**src/design/h2r_pkg.sv**
```systemverilog
// Package for the HSL to RGB converter: fixed-point widths, constants,
// and the item types shared by the front end, the queue and the back end.
// No dependencies.
package h2r_pkg;

  // Fixed-point format: ONE = 2^FRAC_BITS means 1.0
  localparam int FRAC_BITS = 16;
  localparam int FW        = FRAC_BITS + 1;
  localparam logic [FW-1:0] ONE = FW'(1) << FRAC_BITS;

  // Field widths of the interface
  localparam int HUE_W = 16;
  localparam int SL_W  = 17;
  localparam int CH_W  = 8;
  localparam int EPS_W = 17;
  localparam logic [EPS_W-1:0] EPS_RESET = EPS_W'(1);

  // Configuration port
  localparam int ADDR_W = 3;
  localparam int DATA_W = 32;
  localparam logic REG_GRAY_EPS = 1'b0;

  // Queue between front and back
  localparam int QDEPTH = 4;
  localparam int QAW    = 2;
  typedef logic [QAW:0] qcnt_t;

  typedef struct packed {
    logic [HUE_W-1:0] hue;
    logic [SL_W-1:0]  saturation;
    logic [SL_W-1:0]  lightness;
  } pixel_t;

  typedef struct packed {
    logic [CH_W-1:0] blue;
    logic [CH_W-1:0] green;
    logic [CH_W-1:0] red;
  } color_t;

  // Item handed from front to back; a grey item carries m1 = m2 = lightness
  typedef struct packed {
    logic [FRAC_BITS-1:0] hue;
    logic [FW-1:0]        m1;
    logic [FW-1:0]        m2;
  } q_item_t;

  // Queue status seen by the front end and the back end
  typedef struct packed {
    qcnt_t count;
    logic  empty;
  } q_status_t;

endpackage

```
**src/design/hsl_to_rgb_converter_unit.sv**
```systemverilog
// Top level of the HSL to RGB converter: configuration register, front end,
// queue and back end. Depends on h2r_pkg, h2r_front, h2r_queue, h2r_back.
//
// Takes one pixel per clock: a pixel is taken when start is high and busy is
// low, and its blue/green/red bytes appear on color with done high for one
// cycle, after the input stage, the queue and the back end. The back end is a fixed
// four-stage pipeline that drains the queue every cycle, so busy stays low
// under continuous input; results cannot be held off and must be captured in
// the cycle done is high. gray_epsilon sits at byte address 0; saturation
// below it gives a grey pixel from lightness. Write it only while idle.
module hsl_to_rgb_converter_unit (
  input  logic                          clk,
  input  logic                          rst,
  input  logic                          start,
  output logic                          busy,
  input  h2r_pkg::pixel_t               pixel,
  output logic                          done,
  output h2r_pkg::color_t               color,
  input  logic                          psel,
  input  logic                          penable,
  input  logic                          pwrite,
  input  logic [h2r_pkg::ADDR_W-1:0]    paddr,
  input  logic [h2r_pkg::DATA_W-1:0]    pwdata,
  output logic [h2r_pkg::DATA_W-1:0]    prdata,
  output logic                          pready
);
  import h2r_pkg::*;

  logic [EPS_W-1:0] gray_epsilon;
  logic             reg_hit;
  logic             push;
  logic             pop;
  q_item_t          push_item;
  q_item_t          pop_item;
  q_status_t        q_status;

  // Configuration register
  assign pready  = 1'b1;
  assign reg_hit = (paddr[ADDR_W-1:2] == REG_GRAY_EPS);

  always_ff @(posedge clk) begin
    if (rst) begin
      gray_epsilon <= EPS_RESET;
    end else if (psel && penable && pwrite && pready && reg_hit) begin
      gray_epsilon <= pwdata[EPS_W-1:0];
    end
  end

  assign prdata = reg_hit ? DATA_W'(gray_epsilon) : '0;

  h2r_front u_front (
    .clk          (clk),
    .rst          (rst),
    .start        (start),
    .pixel        (pixel),
    .gray_epsilon (gray_epsilon),
    .q_status     (q_status),
    .busy         (busy),
    .push         (push),
    .push_item    (push_item)
  );

  h2r_queue u_queue (
    .clk       (clk),
    .rst       (rst),
    .push      (push),
    .push_item (push_item),
    .pop       (pop),
    .pop_item  (pop_item),
    .status    (q_status)
  );

  h2r_back u_back (
    .clk      (clk),
    .rst      (rst),
    .q_status (q_status),
    .item     (pop_item),
    .pop      (pop),
    .done     (done),
    .color    (color)
  );

endmodule

```
**src/design/h2r_front.sv**
```systemverilog
// Front end of the HSL to RGB converter: accepts pixels, saturates them,
// classifies grey, and works out m1/m2. Depends on h2r_pkg.
module h2r_front (
  input  logic                          clk,
  input  logic                          rst,
  input  logic                          start,
  input  h2r_pkg::pixel_t               pixel,
  input  logic [h2r_pkg::EPS_W-1:0]     gray_epsilon,
  input  h2r_pkg::q_status_t            q_status,
  output logic                          busy,
  output logic                          push,
  output h2r_pkg::q_item_t              push_item
);
  import h2r_pkg::*;

  logic                 accept;
  logic [FW-1:0]        s_c;
  logic [FW-1:0]        l_c;
  logic                 a_valid;
  logic [FRAC_BITS-1:0] a_h;
  logic [FW-1:0]        a_s;
  logic [FW-1:0]        a_l;
  logic                 a_grey;
  logic [2*FW-1:0]      a_prod;
  logic [FW-1:0]        p;
  logic signed [FW+1:0] hi_s;
  logic signed [FW+1:0] lo_s;
  logic [FW-1:0]        hi_c;
  logic [FW-1:0]        lo_c;

  // Credit check: items in the input stage plus queued items
  assign busy   = (qcnt_t'(a_valid) + q_status.count) >= qcnt_t'(QDEPTH);
  assign accept = start & ~busy;

  // Saturate to 1.0 before any use
  assign s_c = (FW'(pixel.saturation) > ONE) ? ONE : FW'(pixel.saturation);
  assign l_c = (FW'(pixel.lightness) > ONE) ? ONE : FW'(pixel.lightness);

  // Input stage
  always_ff @(posedge clk) begin
    if (rst) begin
      a_valid <= 1'b0;
    end else begin
      a_valid <= accept;
    end
  end

  always_ff @(posedge clk) begin
    if (accept) begin
      a_h    <= FRAC_BITS'(pixel.hue);
      a_s    <= s_c;
      a_l    <= l_c;
      a_grey <= s_c < FW'(gray_epsilon);
      a_prod <= s_c * l_c;
    end
  end

  // m2 = l + l*s when l <= 1/2, else l + s - l*s; m1 = 2l - m2
  assign p = a_prod[FRAC_BITS +: FW];

  always_comb begin
    if (a_l <= (ONE >> 1)) begin
      hi_s = $signed({2'b00, a_l}) + $signed({2'b00, p});
    end else begin
      hi_s = $signed({2'b00, a_l}) + $signed({2'b00, a_s}) - $signed({2'b00, p});
    end
    lo_s = ($signed({2'b00, a_l}) <<< 1) - hi_s;
  end

  // Clamp m2 to [0, 1] and m1 to [0, m2]
  always_comb begin
    if (hi_s < 0) begin
      hi_c = '0;
    end else if (hi_s > $signed({2'b00, ONE})) begin
      hi_c = ONE;
    end else begin
      hi_c = hi_s[FW-1:0];
    end
    if (lo_s < 0) begin
      lo_c = '0;
    end else if (lo_s > $signed({2'b00, hi_c})) begin
      lo_c = hi_c;
    end else begin
      lo_c = lo_s[FW-1:0];
    end
  end

  // Grey forces a flat ramp at lightness
  assign push           = a_valid;
  assign push_item.hue  = a_h;
  assign push_item.m2   = a_grey ? a_l : hi_c;
  assign push_item.m1   = a_grey ? a_l : lo_c;

endmodule

```
**src/design/h2r_queue.sv**
```systemverilog
// Short queue between the front end and the back end of the converter.
// Depends on h2r_pkg.
module h2r_queue (
  input  logic               clk,
  input  logic               rst,
  input  logic               push,
  input  h2r_pkg::q_item_t   push_item,
  input  logic               pop,
  output h2r_pkg::q_item_t   pop_item,
  output h2r_pkg::q_status_t status
);
  import h2r_pkg::*;

  q_item_t        slots [QDEPTH];
  logic [QAW-1:0] wr_ptr;
  logic [QAW-1:0] rd_ptr;
  qcnt_t          count;
  logic           do_pop;

  assign do_pop = pop & (count != '0);

  // Pointers and fill level
  always_ff @(posedge clk) begin
    if (rst) begin
      wr_ptr <= '0;
      rd_ptr <= '0;
      count  <= '0;
    end else begin
      if (push) begin
        wr_ptr <= wr_ptr + QAW'(1);
      end
      if (do_pop) begin
        rd_ptr <= rd_ptr + QAW'(1);
      end
      count <= count + qcnt_t'(push) - qcnt_t'(do_pop);
    end
  end

  // Storage
  always_ff @(posedge clk) begin
    if (push) begin
      slots[wr_ptr] <= push_item;
    end
  end

  assign pop_item     = slots[rd_ptr];
  assign status.count = count;
  assign status.empty = (count == '0);

endmodule

```
**src/design/h2r_back.sv**
```systemverilog
// Back end of the converter: evaluates the hue ramp for the three channels
// in lanes over four register stages and scales to 8 bits. Depends on h2r_pkg.
module h2r_back (
  input  logic               clk,
  input  logic               rst,
  input  h2r_pkg::q_status_t q_status,
  input  h2r_pkg::q_item_t   item,
  output logic               pop,
  output logic               done,
  output h2r_pkg::color_t    color
);
  import h2r_pkg::*;

  // Ramp segments
  localparam logic [1:0] SEG_RISE = 2'd0;
  localparam logic [1:0] SEG_PLAT = 2'd1;
  localparam logic [1:0] SEG_FALL = 2'd2;
  localparam logic [1:0] SEG_LOW  = 2'd3;

  // Tripled-phase arithmetic width and constants
  localparam int PW = FRAC_BITS + 3;
  localparam logic [PW-1:0] P_ONE   = PW'(1) << FRAC_BITS;
  localparam logic [PW-1:0] P_TWO   = P_ONE << 1;
  localparam logic [PW-1:0] P_THREE = P_ONE + P_TWO;
  localparam logic [PW-1:0] P_FOUR  = P_ONE << 2;
  localparam int NL = 3;

  logic [PW-1:0]   u3;
  logic [PW-1:0]   sum_r;
  logic [PW-1:0]   sum_b;
  logic [PW-1:0]   ph    [NL];
  logic [PW-1:0]   tw    [NL];
  logic [1:0]      seg   [NL];
  logic [FW-1:0]   x     [NL];

  logic            c1_valid;
  logic [1:0]      c1_seg [NL];
  logic [FW-1:0]   c1_x   [NL];
  logic [FW-1:0]   c1_m1;
  logic [FW-1:0]   c1_m2;
  logic [FW-1:0]   c1_d;

  logic            c2_valid;
  logic [1:0]      c2_seg  [NL];
  logic [2*FW-1:0] c2_prod [NL];
  logic [FW-1:0]   c2_m1;
  logic [FW-1:0]   c2_m2;

  logic [FW:0]     v_sum [NL];
  logic [FW-1:0]   v     [NL];
  logic            c3_valid;
  logic [FW-1:0]   c3_v  [NL];

  logic [FW+7:0]   scaled [NL];

  // The back end never stalls: take an item whenever one is queued
  assign pop = ~q_status.empty;

  // Phases: lane 0 blue at hue-1/3, lane 1 green at hue, lane 2 red at hue+1/3
  assign u3    = PW'(item.hue) + (PW'(item.hue) << 1);
  assign sum_r = u3 + P_ONE;
  assign sum_b = u3 + P_TWO;

  always_comb begin
    ph[0] = (sum_b >= P_THREE) ? sum_b - P_THREE : sum_b;
    ph[1] = u3;
    ph[2] = (sum_r >= P_THREE) ? sum_r - P_THREE : sum_r;
  end

  // Segment select and multiplier operand per lane
  always_comb begin
    for (int i = 0; i < NL; i++) begin
      tw[i] = ph[i] << 1;
      if (tw[i] < P_ONE) begin
        seg[i] = SEG_RISE;
        x[i]   = tw[i][FW-1:0];
      end else if (tw[i] < P_THREE) begin
        seg[i] = SEG_PLAT;
        x[i]   = '0;
      end else if (ph[i] < P_TWO) begin
        seg[i] = SEG_FALL;
        x[i]   = FW'(P_FOUR - tw[i]);
      end else begin
        seg[i] = SEG_LOW;
        x[i]   = '0;
      end
    end
  end

  // Valid pipeline
  always_ff @(posedge clk) begin
    if (rst) begin
      c1_valid <= 1'b0;
      c2_valid <= 1'b0;
      c3_valid <= 1'b0;
      done     <= 1'b0;
    end else begin
      c1_valid <= pop;
      c2_valid <= c1_valid;
      c3_valid <= c2_valid;
      done     <= c3_valid;
    end
  end

  // Stage 1: phase and segment
  always_ff @(posedge clk) begin
    c1_m1 <= item.m1;
    c1_m2 <= item.m2;
    c1_d  <= item.m2 - item.m1;
    for (int i = 0; i < NL; i++) begin
      c1_seg[i] <= seg[i];
      c1_x[i]   <= x[i];
    end
  end

  // Stage 2: ramp products
  always_ff @(posedge clk) begin
    c2_m1 <= c1_m1;
    c2_m2 <= c1_m2;
    for (int i = 0; i < NL; i++) begin
      c2_seg[i]  <= c1_seg[i];
      c2_prod[i] <= c1_d * c1_x[i];
    end
  end

  // Stage 3: ramp value, clamped to 1.0
  always_comb begin
    for (int i = 0; i < NL; i++) begin
      unique case (c2_seg[i])
        SEG_RISE, SEG_FALL: v_sum[i] = {1'b0, c2_m1} + {1'b0, c2_prod[i][FRAC_BITS +: FW]};
        SEG_PLAT:           v_sum[i] = {1'b0, c2_m2};
        SEG_LOW:            v_sum[i] = {1'b0, c2_m1};
        default:            v_sum[i] = {1'b0, c2_m1};
      endcase
      v[i] = (v_sum[i] > {1'b0, ONE}) ? ONE : v_sum[i][FW-1:0];
    end
  end

  always_ff @(posedge clk) begin
    for (int i = 0; i < NL; i++) begin
      c3_v[i] <= v[i];
    end
  end

  // Stage 4: scale by 255 and truncate
  always_comb begin
    for (int i = 0; i < NL; i++) begin
      scaled[i] = ((FW+8)'(c3_v[i]) << 8) - (FW+8)'(c3_v[i]);
    end
  end

  always_ff @(posedge clk) begin
    color.blue  <= scaled[0][FRAC_BITS +: CH_W];
    color.green <= scaled[1][FRAC_BITS +: CH_W];
    color.red   <= scaled[2][FRAC_BITS +: CH_W];
  end

endmodule
```
**config.mk**
```make
export PLATFORM = sky130hd
export DESIGN_NAME = hsl_to_rgb_converter_unit
export DESIGN_NICKNAME = d
export VERILOG_FILES = /design/src/design/h2r_pkg.sv /design/src/design/hsl_to_rgb_converter_unit.sv /design/src/design/h2r_front.sv /design/src/design/h2r_queue.sv /design/src/design/h2r_back.sv
export SDC_FILE = /design/constraint.sdc
export NUM_CORES = 2
export LEC_CHECK = 0
export BUFFER_PORTS_ARGS = -buffer_cell sky130_fd_sc_hd__buf_2
export CORE_MARGIN = 5
export CORE_UTILIZATION = 30
export DETAILED_ROUTE_END_ITERATION = 8
export PLACE_DENSITY = 0.52
export SLEW_MARGIN = 25
export SYNTH_ARGS = -nofsm -noshare
export SYNTH_HDL_FRONTEND = slang
export SYNTH_SLANG_ARGS = --single-unit
```
**constraint.sdc**
```tcl
create_clock -name clk -period 21.4 [get_ports clk]
set_input_delay 1.07 -clock clk [delete_from_list [all_inputs] [get_ports clk]]
set_output_delay 1.07 -clock clk [all_outputs]
set_load 0.1 [all_outputs]
```
==> results.cfg <==
[sta]
final-setup-viol-count = 0
tightestPinTransition_ps = 1080
timing.fmax_ghz = 0.115
tightest_slew_margin_relative_to_the_limit = 0.264
period_share = 0.406
clock-skew-final_ps = 37.0
timing_max_transition_violations_final = 0
final.min_clock_period_ps = 8680
setup-tns-final_ps = 0
final-hold-violation-count = 0
rsz_0062_raised_after_global_routing = false

[grt]
global_route.usage.total = 0.154
total_global_routing_overflow = 0
grt_first_pass_wirelength_mm = 265
pin_count_of_the_biggest_net_entering_global_routing = 68
first_global_vias = 46800
antenna_found_initial = 7

[min_path]
hold_path_startpoint = u_back.c1_m2[8]
min_path_type = register to register

[placed_design]
finalWeightedCongestion = 0.880
hpwlAfterDp_mm = 128
portBuffers = 116

[clock_tree]
tritoncts_sinks = 570
numCtsBuffers = 67
setup_bufs_post_cts = 0
clk_pin_slew_ps = 60
clkLatencyLatePin_ps = 680
cts_htree_levels = 3
post_cts_resized = 0
cts_tree = built
cts_hold_buf = 0
cts_root_buf = sky130_fd_sc_hd__clkbuf_16
cts_max_path_buffers = 3

[setup_path]
critical-path-slowest-cell = sky130_fd_sc_hd__inv_1
timing_worst_setup_path_type = input port to register
critPathTopFamily = adder cells
kind_of_end_point_of_the_critical_path = register
critical_path.startpoint_type = input port
worst_setup_path_startpoint = pixel[33]
dominant_cell_type_by_count_on_the_critical_path = sky130_fd_sc_hd__fa_1
worstPathMaxFanout = 16
cp_data_required_time_ps = 21810
critical_path.n_buffers_inverters = 6
worstReg2RegStart = u_back.c1_d[12]
cp_slowest_stage_delay_ps = 660
critPathArrivalTime_ps = 9090

[synth]
synth_cell_type_count = 88
ys_seq_elements = 570
synth_largest_area_cell = sky130_fd_sc_hd__fa_1
postSynth.asyncResetShare = 0
synth_xor_area_frac = 0.0273
yosys_warnings = 0
syn-cell-area_sq_um = 62500
seq_area_frac_synth = 0.226
synth_mux_area_frac = 0.0291
synth_top_cells_by_area = sky130_fd_sc_hd__fa_1 28%, sky130_fd_sc_hd__ha_1 13%, sky130_fd_sc_hd__edfxtp_1 13%
ys.flop_type = sky130_fd_sc_hd__dfxtp_1
synth_top_area_frac = 0.276
postSynthAreaPerCell_sq_um = 9.53
post_synth_fa_ha_maj_area_fraction = 0.409
synth_enable_flop_cells = 268
synth_compound_gate_area_share = 0.0740
simple_logic_cell_fraction_of_the_synthesized_area = 0.139
synth_top_family_by_area = adder cells
syn-instance-count = 6560

[route]
wl_met3_mm = 7.42
drt.antenna.violating_nets = 0
drt_iter0_markers = 2531
detail_route.vias_per_cell = 4.72
routed_wirelength_mm = 166
maxUsedRoutingLayer = met5
drc_errors = 0
metal_1_wl_mm = 75.3
wire_per_inst_um = 17.8
drt_first_pass_iters = 5
met2RoutedLength_mm = 79.4
via_count = 44200

[floorplanning]
effective_utilization_at_floorplan = 0.301
chipWidth_um = 466
total_die_area_sq_um = 218000
placeableCoreArea_sq_um = 207000
die_y_um = 466
num_rows = 167
ios = 150

[layout]
area_growth_pct = 9.27
design.final.nets = 8141
post-route-util = 0.329
drive_above_1_share = 0.0610
n_fill_cell = 21400

[flow_run]
max-cap-violations = 0

[run_status]
status = completed
-- Yosys cell counts, drive strengths merged, types with 55 or more instances --
| cell | n |
|---|---|
| fa | 863 |
| edfxtp | 268 |
| and2 | 322 |
| xnor2 | 144 |
| clkbuf | 238 |
| o21ai | 125 |
| nor3 | 55 |
| mux2i | 59 |
| ha | 662 |
| nor2 | 289 |
| inv | 1292 |
| a21o | 59 |
| nand2 | 915 |
| dfxtp | 302 |
| a21oi | 193 |
-- metrics by stage --
step	std cells	setup WS (ps)	instance area, sq um	hold slack, ps
finish	9367	12720	68300	319
floorplan	6574	13660	62500	310
global route	9364	12190	68300	329
global placement	9244	12040	65900	314
detailed placement	9244	11970	65900	312
CTS	9364	12690	68300	320
-- cell type report --
type / instances / area, sq um / area share
clock inverter: 40 / 598 / 0.00876
sequential: 570 / 14100 / 0.207
clock buffer: 80 / 1790 / 0.0262
multi-input combinational: 4421 / 42400 / 0.622
tap: 2788 / 3490 / 0.0511
inverter: 1297 / 4870 / 0.0713
antenna: 3 / 7.51 / 0.000110
timing repair buffer: 168 / 971 / 0.0142
-- cells by family after synthesis --
logic type | count (synthesis)
adder cells (fa/ha/maj) | 1525
AO/OA/AOI/OAI | 695
multiplexers | 119
buffers and inverters | 1583
XOR/XNOR | 193
flip-flops | 570
other | 2
AND/OR/NAND/NOR | 1873
-- sequential cells by signal, indices dropped and copies added (netlist names), 3 cells and up, named ones only --
name	cells
u_back.c2_seg	6
u_front.a_prod	17
u_front.a_l	17
u_queue.slots	200
u_back.c2_prod	51
u_queue.count	3
u_back.color	24
u_back.c1_d	17
u_back.c1_m2	17
u_front.a_s	17
u_back.c2_m1	17
u_back.c1_seg	6
gray_epsilon	17
u_back.c1_x	48
u_front.a_h	16
u_back.c3_v	51
u_back.c1_m1	17
u_back.c2_m2	17
-- per-layer routing --
| layer | GRT usage | vias up |
|---|---|---|
| met4 | 0.0376 | 4 |
| met5 | 0 | - |
| met3 | 0.0199 | 218 |
| met1 | 0.207 | 22300 |
| li1 | - | 20700 |
| met2 | 0.264 | 980 |
-- cell usage in the layout, fill, tap and decap left out, types with 17 or more instances in the layout --
master and count:
sky130_fd_sc_hd__mux2i_1 59, sky130_fd_sc_hd__xnor2_1 142, sky130_fd_sc_hd__inv_1 1291, sky130_fd_sc_hd__nor2b_1 38, sky130_fd_sc_hd__a2111oi_0 18, sky130_fd_sc_hd__o21a_1 35, sky130_fd_sc_hd__o22ai_1 42, sky130_fd_sc_hd__mux4_2 49
sky130_fd_sc_hd__clkbuf_16 68, sky130_fd_sc_hd__buf_4 52, sky130_fd_sc_hd__nand4_1 30, sky130_fd_sc_hd__xor2_1 49, sky130_fd_sc_hd__fa_1 863, sky130_fd_sc_hd__buf_2 116, sky130_fd_sc_hd__dfxtp_2 17, sky130_fd_sc_hd__ha_1 662
sky130_fd_sc_hd__nor4_1 33, sky130_fd_sc_hd__o211ai_1 22, sky130_fd_sc_hd__a211oi_1 41, sky130_fd_sc_hd__a21oi_1 190, sky130_fd_sc_hd__nand2_1 915, sky130_fd_sc_hd__a31oi_1 21, sky130_fd_sc_hd__a21o_1 59, sky130_fd_sc_hd__or3_1 17
sky130_fd_sc_hd__nor3_1 54, sky130_fd_sc_hd__and2_1 318, sky130_fd_sc_hd__nor2_1 288, sky130_fd_sc_hd__nand3_1 42, sky130_fd_sc_hd__o21ai_0 108, sky130_fd_sc_hd__dfxtp_1 284, sky130_fd_sc_hd__edfxtp_1 268, sky130_fd_sc_hd__nand2b_1 44
sky130_fd_sc_hd__and3_1 39
-- worst paths after layout --
kind | end | slack (ps) | depth (start not counted)
min | u_back.c2_m2[8] | 320 | 0
min reg2reg | u_back.c2_m2[8] | 320 | 0
max reg2reg | u_back.c2_prod[0][66] | 13410 | 25
max | u_front.a_prod[32] | 12720 | 26
Power is not shown: default switching activity piles up to over one toggle a cycle in this logic, so the estimate is an artifact.
